**config.mk**
```make
export PLATFORM = sky130hd
export DESIGN_NAME = lru_key_value_cache
export DESIGN_NICKNAME = d
export VERILOG_FILES = /design/src/design/lkvc_pkg.sv /design/src/design/lru_key_value_cache.sv
export VERILOG_INCLUDE_DIRS = /design/src /design/src/design
export SDC_FILE = /design/constraint.sdc
export NUM_CORES = 2
export LEC_CHECK = 0
export ABC_CLOCK_PERIOD_IN_PS = 8900
export BUFFER_PORTS_ARGS = -buffer_cell sky130_fd_sc_hd__clkbuf_2
export CAP_MARGIN = 20
export CORE_MARGIN = 5
export CORE_UTILIZATION = 38
export DETAILED_ROUTE_END_ITERATION = 10
export PLACE_DENSITY = 0.63
export SYNTH_ARGS = -nofsm -noshare
export SYNTH_HDL_FRONTEND = slang
export SYNTH_SLANG_ARGS = --single-unit
```
**constraint.sdc**
```tcl
create_clock -name clk_i -period 8.9 [get_ports clk_i]
set_clock_uncertainty 0.2 [all_clocks]
set_input_delay 1.78 -clock clk_i [delete_from_list [all_inputs] [get_ports clk_i]]
set_output_delay 1.78 -clock clk_i [all_outputs]
set_load 0.03 [all_outputs]
```
**src/design/lru_key_value_cache_defines.svh**
```systemverilog
// Assertion macros for the LRU key-value cache.
`ifndef LRU_KEY_VALUE_CACHE_DEFINES_SVH
`define LRU_KEY_VALUE_CACHE_DEFINES_SVH

`ifndef SYNTHESIS

// Check a property on every clock edge outside reset.
`define LKVC_ASSERT(label, prop, msg) \
  label: assert property (@(posedge clk_i) disable iff (!rst_ni) (prop)) else $error(msg);

// Check that a condition in one cycle implies another in the next cycle.
`define LKVC_ASSERT_NEXT(label, cond, prop, msg) \
  label: assert property (@(posedge clk_i) disable iff (!rst_ni) \
    (cond) |=> (prop)) else $error(msg);

`else

`define LKVC_ASSERT(label, prop, msg)
`define LKVC_ASSERT_NEXT(label, cond, prop, msg)

`endif

`endif

```
**src/design/lkvc_pkg.sv**
```systemverilog
// Package with widths, codes and constants of the LRU key-value cache.
`timescale 1ns / 1ps

package lkvc_pkg;

  // Default number of entries
  localparam int unsigned Entries = 16;

  // Field widths
  localparam int unsigned DataW = 32;
  localparam int unsigned CapW  = 5;

  // Capacity register after reset
  localparam logic [CapW-1:0] CapReset = 5'd16;

  // Read value returned by a get miss
  localparam logic [DataW-1:0] MissValue = 32'hFFFF_FFFF;

  // Read value returned by a set
  localparam logic [DataW-1:0] SetValue = 32'h0000_0000;

  // Operation codes
  typedef enum logic {
    FuncGet = 1'b0,
    FuncSet = 1'b1
  } func_e;

  // One request as held in the input register
  typedef struct packed {
    func_e            func;
    logic [DataW-1:0] key;
    logic [DataW-1:0] value;
  } req_t;

endpackage

```
**src/design/lru_key_value_cache.sv**
```systemverilog
// Top level of the fully associative LRU key-value cache.
`timescale 1ns / 1ps
//
// Usage:
//   Requests enter on the in_* channel (valid/stall) as a get or a set with
//   a key and, for a set, a value. Each request yields one result on the
//   out_* channel: hit flag and read value (stored value or all ones on a get
//   miss, zero for a set).
//   The capacity register is written through cfg_we_i/cfg_wdata_i while the
//   cache is idle; zero acts as one, values above ENTRIES act as ENTRIES.
//   An accepted request is held in the input register, then the parallel key
//   compare, rank update and write of all entries run in one pass into the
//   result register. Throughput is one request per cycle while the receiver
//   does not stall, set by that single pass over all entries; the next
//   request sees the state the previous one left.
//   Reset clears all valid bits, the fill count and the valid flags of both
//   pipeline registers, and sets the capacity to 16.
//   When the receiver stalls, the result register holds, the input register
//   holds its request and in_stall_o rises until the result is taken.
`include "lru_key_value_cache_defines.svh"

module lru_key_value_cache
  import lkvc_pkg::*;
#(
  parameter int unsigned ENTRIES = Entries
) (
  input  logic                    clk_i,
  input  logic                    rst_ni,
  // Request channel
  input  logic                    in_valid_i,
  output logic                    in_stall_o,
  input  logic                    in_func_i,
  input  logic signed [DataW-1:0] in_key_i,
  input  logic signed [DataW-1:0] in_value_i,
  // Result channel
  output logic                    out_valid_o,
  input  logic                    out_stall_i,
  output logic                    out_hit_o,
  output logic signed [DataW-1:0] out_read_value_o,
  // Capacity register
  input  logic                    cfg_we_i,
  input  logic [CapW-1:0]         cfg_wdata_i
);

  localparam int unsigned RankW = (ENTRIES > 1) ? $clog2(ENTRIES) : 1;
  localparam int unsigned FillW = $clog2(ENTRIES + 1);
  localparam int unsigned CmpW  = (FillW > CapW) ? FillW : CapW;

  // Entry state
  logic [DataW-1:0] keys_q   [ENTRIES];
  logic [DataW-1:0] values_q [ENTRIES];
  logic [RankW-1:0] rank_q   [ENTRIES];
  logic [RankW-1:0] rank_d   [ENTRIES];
  logic [ENTRIES-1:0] valid_q, valid_d;
  logic [FillW-1:0] fill_q, fill_d;
  logic [CapW-1:0]  cap_q;

  // Pipeline registers
  req_t             req_q;
  logic             req_valid_q;
  logic             out_valid_q;
  logic             out_hit_q;
  logic [DataW-1:0] out_value_q;

  // Lookup and replacement signals
  logic [ENTRIES-1:0] match;
  logic               found;
  logic [RankW-1:0]   found_idx;
  logic [RankW-1:0]   found_rank;
  logic [DataW-1:0]   found_value;
  logic               full;
  logic [CmpW-1:0]    cap_lim;
  logic [FillW-1:0]   fill_m1;
  logic               evict_hit;
  logic [RankW-1:0]   evict_idx;
  logic               free_hit;
  logic [RankW-1:0]   free_idx;
  logic [RankW-1:0]   slot_idx;
  logic               advance;
  logic               do_promote;
  logic               do_insert;
  logic               res_hit;
  logic [DataW-1:0]   res_value;

  // Move the request into the pass when the result register can take it
  assign advance    = req_valid_q && (!out_valid_q || !out_stall_i);
  assign in_stall_o = req_valid_q && !advance;

  // Compare the key against every valid entry
  always_comb begin
    for (int i = 0; i < ENTRIES; i++) begin
      match[i] = valid_q[i] && (keys_q[i] == req_q.key);
    end
  end

  // Pick the first matching entry
  always_comb begin
    found     = 1'b0;
    found_idx = '0;
    for (int i = ENTRIES - 1; i >= 0; i--) begin
      if (match[i]) begin
        found     = 1'b1;
        found_idx = RankW'(i);
      end
    end
  end

  assign found_rank  = rank_q[found_idx];
  assign found_value = values_q[found_idx];

  // Saturate the capacity into one to ENTRIES
  always_comb begin
    cap_lim = (cap_q == '0) ? CmpW'(1) : CmpW'(cap_q);
    if (cap_lim > CmpW'(ENTRIES)) begin
      cap_lim = CmpW'(ENTRIES);
    end
  end

  assign full    = CmpW'(fill_q) >= cap_lim;
  assign fill_m1 = fill_q - FillW'(1);

  // Find the oldest valid entry: ranks of valid entries are 0 to fill-1
  always_comb begin
    evict_hit = 1'b0;
    evict_idx = '0;
    for (int i = ENTRIES - 1; i >= 0; i--) begin
      if (valid_q[i] && (rank_q[i] == fill_m1[RankW-1:0])) begin
        evict_hit = 1'b1;
        evict_idx = RankW'(i);
      end
    end
  end

  // Find the first free entry
  always_comb begin
    free_hit = 1'b0;
    free_idx = '0;
    for (int i = ENTRIES - 1; i >= 0; i--) begin
      if (!valid_q[i]) begin
        free_hit = 1'b1;
        free_idx = RankW'(i);
      end
    end
  end

  assign slot_idx   = (full && evict_hit) ? evict_idx : free_idx;
  assign do_promote = advance && found;
  assign do_insert  = advance && !found && (req_q.func == FuncSet) &&
                      ((full && evict_hit) || free_hit);

  // Age the entries newer than the touched one, or all on an insert
  always_comb begin
    valid_d = valid_q;
    fill_d  = fill_q;
    for (int i = 0; i < ENTRIES; i++) begin
      rank_d[i] = rank_q[i];
    end
    if (do_promote) begin
      for (int i = 0; i < ENTRIES; i++) begin
        if (valid_q[i] && (RankW'(i) != found_idx) && (rank_q[i] < found_rank)) begin
          rank_d[i] = rank_q[i] + RankW'(1);
        end
      end
      rank_d[found_idx] = '0;
    end else if (do_insert) begin
      for (int i = 0; i < ENTRIES; i++) begin
        if (valid_q[i] && (RankW'(i) != slot_idx)) begin
          rank_d[i] = rank_q[i] + RankW'(1);
        end
      end
      rank_d[slot_idx]  = '0;
      valid_d[slot_idx] = 1'b1;
      if (!(full && evict_hit)) begin
        fill_d = fill_q + FillW'(1);
      end
    end
  end

  // Form the result
  always_comb begin
    res_hit = found;
    unique case (req_q.func)
      FuncGet: res_value = found ? found_value : MissValue;
      FuncSet: res_value = SetValue;
      default: res_value = SetValue;
    endcase
  end

  // Hold control state: valid bits, ranks, fill count, capacity, handshakes
  always_ff @(posedge clk_i or negedge rst_ni) begin
    if (!rst_ni) begin
      valid_q     <= '0;
      fill_q      <= '0;
      cap_q       <= CapReset;
      req_valid_q <= 1'b0;
      out_valid_q <= 1'b0;
      for (int i = 0; i < ENTRIES; i++) begin
        rank_q[i] <= '0;
      end
    end else begin
      valid_q <= valid_d;
      fill_q  <= fill_d;
      for (int i = 0; i < ENTRIES; i++) begin
        rank_q[i] <= rank_d[i];
      end
      if (cfg_we_i) begin
        cap_q <= cfg_wdata_i;
      end
      if (in_valid_i && !in_stall_o) begin
        req_valid_q <= 1'b1;
      end else if (advance) begin
        req_valid_q <= 1'b0;
      end
      if (advance) begin
        out_valid_q <= 1'b1;
      end else if (!out_stall_i) begin
        out_valid_q <= 1'b0;
      end
    end
  end

  // Capture the request and the result payload
  always_ff @(posedge clk_i) begin
    if (in_valid_i && !in_stall_o) begin
      req_q.func  <= func_e'(in_func_i);
      req_q.key   <= in_key_i;
      req_q.value <= in_value_i;
    end
    if (advance) begin
      out_hit_q   <= res_hit;
      out_value_q <= res_value;
    end
  end

  // Write the entry storage
  always_ff @(posedge clk_i) begin
    if (do_insert) begin
      keys_q[slot_idx]   <= req_q.key;
      values_q[slot_idx] <= req_q.value;
    end else if (do_promote && (req_q.func == FuncSet)) begin
      values_q[found_idx] <= req_q.value;
    end
  end

  assign out_valid_o      = out_valid_q;
  assign out_hit_o        = out_hit_q;
  assign out_read_value_o = out_value_q;

  // Checks on the cache state and the pipeline
  `LKVC_ASSERT(a_fill_matches_valid, fill_q == FillW'($countones(valid_q)), "fill count off")
  `LKVC_ASSERT(a_fill_in_range, CmpW'(fill_q) <= CmpW'(ENTRIES), "fill count too large")
  `LKVC_ASSERT(a_keys_unique, $onehot0(match), "key stored twice")
  `LKVC_ASSERT_NEXT(a_result_follows, advance, out_valid_q, "result not registered")
  `LKVC_ASSERT(a_stall_needs_request, !in_stall_o || req_valid_q, "stall without request")

endmodule

```
==> impl_results.md <==
* Iter 0 DRT Violations at 4135
* Total Power at 16.9 mW
* Post-route DRC at 0
* I/O pin count at 110
* Final cycle utilization of the critical path at 83.3%
* Post-CTS Setup Bufs at 0
* CTS H-tree lvls at 4
* Outcome: completed
* Fmax achieved at 135 MHz
* Syn Area/Cell at 13.5 um^2
* Max-cap violation count at 0
* EDFF count, synth at 1122
* Core area at 0.148 mm^2
* Clock Latency Late Sink at 0.78 ns
* Pins over their slew limit at 0
* Worst-Margin Slew at 1.27 ns
* Final WL at 162000 um
* Vias in the first global route at 35800
* Asr flop ratio synth at 7.58%
* Synth warn at 0
* Die Wd at 395 um
* PnR worst setup slack at 1.49 ns
* Via Count at 36900
* TritonCTS Buffers at 133
* Hold buffer count at cts at 0
* DIE HEIGHT at 395 um
* Hold_ws at 0.282 ns
* Dominant synthesized flop cell: edfxtp_1
* Hold crit path type: register to register
* Vias per inst at 5.77
* Commonest non-fill, non-tap cell in the layout: edfxtp_1
* Power Internal at 11.3 mW
* Pre-antenna DRT Iters at 6
* Startpoint Class: register
* Critical Path Fanout Max at 26
* Setup TNS at 0 ns
* Routability cong. at 0.924
* Fill cells at 13100
* Largest net degree at the start of global routing at 134
* R2R Setup Slk at 1.49 ns
* Seq cells post-synth at 1214
* Critical path data arrival time at 7.85 ns
* Synthesized area at 0.0564 mm^2
* Wire per inst at 25.4 um
* Pre-CTS setup slack at 1.75 ns
* Kind of end point of the critical path: register
* Relative max-transition margin at 15.6%
* DP HPWL at 102000 um
* Initial Util at 38.2%
* Static Leakage at 21.6 nW
* Critical Path RT at 9.34 ns
* Sequential share of power at 43.4%
* Sw Share at 32.9%
* Register area share after synthesis at 63.9%
* Post-Syn Instances at 4184
* GRT overflow at 0
* # setup viols final at 0
* Resized Gates After CTS at 0
* Most frequent cells in the layout: edfxtp_1, xor2_1, nor2_1, a21oi_1, nand2_1
* Clock transition at path regs at 0.06 ns
* First-pass GRT wire length at 238000 um
* Final hold vios at 0
* Synthesized net count at 4330
* Antenna violations before repair at 4
* Post-route minimum period at 7.41 ns
* Clock share of power at 31.7%
* Crit path kind: register to register
* NumNets Final at 4505
* Input/output buffers at 109
* Total GRT Usage at 20.2%
* Psw at 5.56 mW
* Site Rows at 141
* RSZ-0062 raised after global routing: no
* Synth-to-Final Area Change at 13.7%
* CTS root buf: clkbuf_16
* Layout cells sized above 1 at 14.5%
* Die Footprint at 0.156 mm^2
* # clock sinks at 1214
* Combinational Power Share at 24.9%
* Worst vdd ir at 0.000199 V
* Antenna Violating Nets Remaining at 0
* TritonCTS clock tree: done
* # diodes at 0
* Netlist cell types at 93
* Power density over cell area at 264 mW/mm^2
* Final Util at 43.4%
* CTS Buffer Depth at 3
through the flow:
stage	std cells	instance area, um^2
finish	6393	64100
detailed placement	6153	59800
floorplan	4184	56400
CTS	6392	64100
global route	6393	64100
global placement	6153	59800
kinds of logic after synthesis:
logic type | count (synthesis) | synth area share, %
buffers and inverters | 266 | 1.99
adder cells (fa/ha/maj) | 71 | 1.58
AND/OR/NAND/NOR | 1113 | 10.3
multiplexers | 304 | 5.70
AO/OA/AOI/OAI | 638 | 7.31
XOR/XNOR | 578 | 9.21
flip-flops | 1214 | 63.9
flip-flops by register name, indices dropped and copies added (netlist names):
| name | flops |
|---|---|
| values_q | 512 |
| rank_q | 64 |
| fill_q | 5 |
| out_valid_o | 1 |
| req_q | 65 |
| valid_q | 16 |
| req_valid_q | 1 |
| out_hit_o | 1 |
| keys_q | 512 |
| out_read_value_o | 32 |
| cap_q | 5 |
critical path, stage by stage, from the launching register on:
cell      delay [ns]
edfxtp_1        0.79
buf_4           0.53
xor2_1          0.17
nor4_1          0.28
nand3_1         0.14
nor4_1          0.58
buf_4           0.27
o21bai_1        0.21
a21oi_1         0.23
a31oi_4         0.68
mux2_2          0.41
nor2_1          0.09
a21oi_1         0.06
o221ai_2        0.40
buf_4           0.32
ha_1            0.30
a211oi_1        0.25
a21boi_0        0.51
o21a_1          0.31
nand2b_1        0.08
a211o_1         0.28
a21o_1          0.18
power groups by stage:
stage / Sequential [mW] / Combinational (mW) / Clock, mW
finish: 7.35 / 4.20 / 5.36
detailed placement: 7.44 / 4.11 / 0
CTS: 7.33 / 4.14 / 5.44
global placement: 7.43 / 4.05 / 0
global route: 7.40 / 4.56 / 5.69
floorplan: 7.22 / 2.87 / 0
path summary, 6_finish.rpt:
kind                                    startpoint                 endpoint  cells past startpoint
setup / recovery               req_q[36]$_DFFE_PP_   rank_q[15]$_DFFE_PN0P_                     21
hold / removal             req_valid_q$_DFFE_PN0P_  out_valid_o$_DFFE_PN0P_                      1
setup reg to reg               req_q[36]$_DFFE_PP_   rank_q[15]$_DFFE_PN0P_                     21
hold reg to reg            req_valid_q$_DFFE_PN0P_  out_valid_o$_DFFE_PN0P_                      1
max in group asynchronous                   rst_ni   rank_q[54]$_DFFE_PN0P_                      2
min in group asynchronous                   rst_ni     cap_q[2]$_DFFE_PN0P_                      1
layer usage:
layer  GRT usage [%]  vias to the layer above  wire (um)
met1            29.1                    18500      70800
met3            3.48                      317      13400
met2            31.2                     1769      72800
li1                -                    16300          -
met5               0                        -          0
met4            6.80                        0       5500
synthesized netlist by cell type (16+ instances only):
cell / count / share of area [%]
a211oi_1: 48 / 0.64
dfrtp_1: 91 / 4.0
nor4_1: 177 / 2.0
mux2i_1: 170 / 3.0
edfxtp_1: 1122 / 60
nor2_1: 261 / 1.7
nand2_1: 188 / 1.3
nor4b_1: 21 / 0.33
xnor2_1: 166 / 2.6
clkbuf_1: 104 / 0.69
or2_2: 22 / 0.24
a311oi_1: 16 / 0.25
nand3_1: 110 / 0.98
o31ai_1: 26 / 0.35
buf_1: 21 / 0.14
o211ai_1: 18 / 0.24
nor3_1: 73 / 0.65
mux2_2: 131 / 2.6
ha_1: 71 / 1.6
o21ai_0: 133 / 1.2
inv_1: 61 / 0.41
nand2b_1: 44 / 0.49
nand4_1: 89 / 0.99
nand4b_1: 24 / 0.37
xor2_1: 402 / 6.2
buf_2: 74 / 0.66
a31oi_1: 30 / 0.33
a21oi_1: 198 / 1.8
final cells by class:
cell class	count	area [um^2]	share of cell area [%]
Sequential cell	1214	36000	56.2
Multi-Input combinational cell	2704	19500	30.5
Clock buffer	172	3540	5.52
Tap cell	1930	2410	3.77
Timing Repair Buffer	245	1670	2.60
Clock inverter	67	703	1.10
Inverter	61	229	0.357
Note: power is estimated with default switching activity, not from simulation.
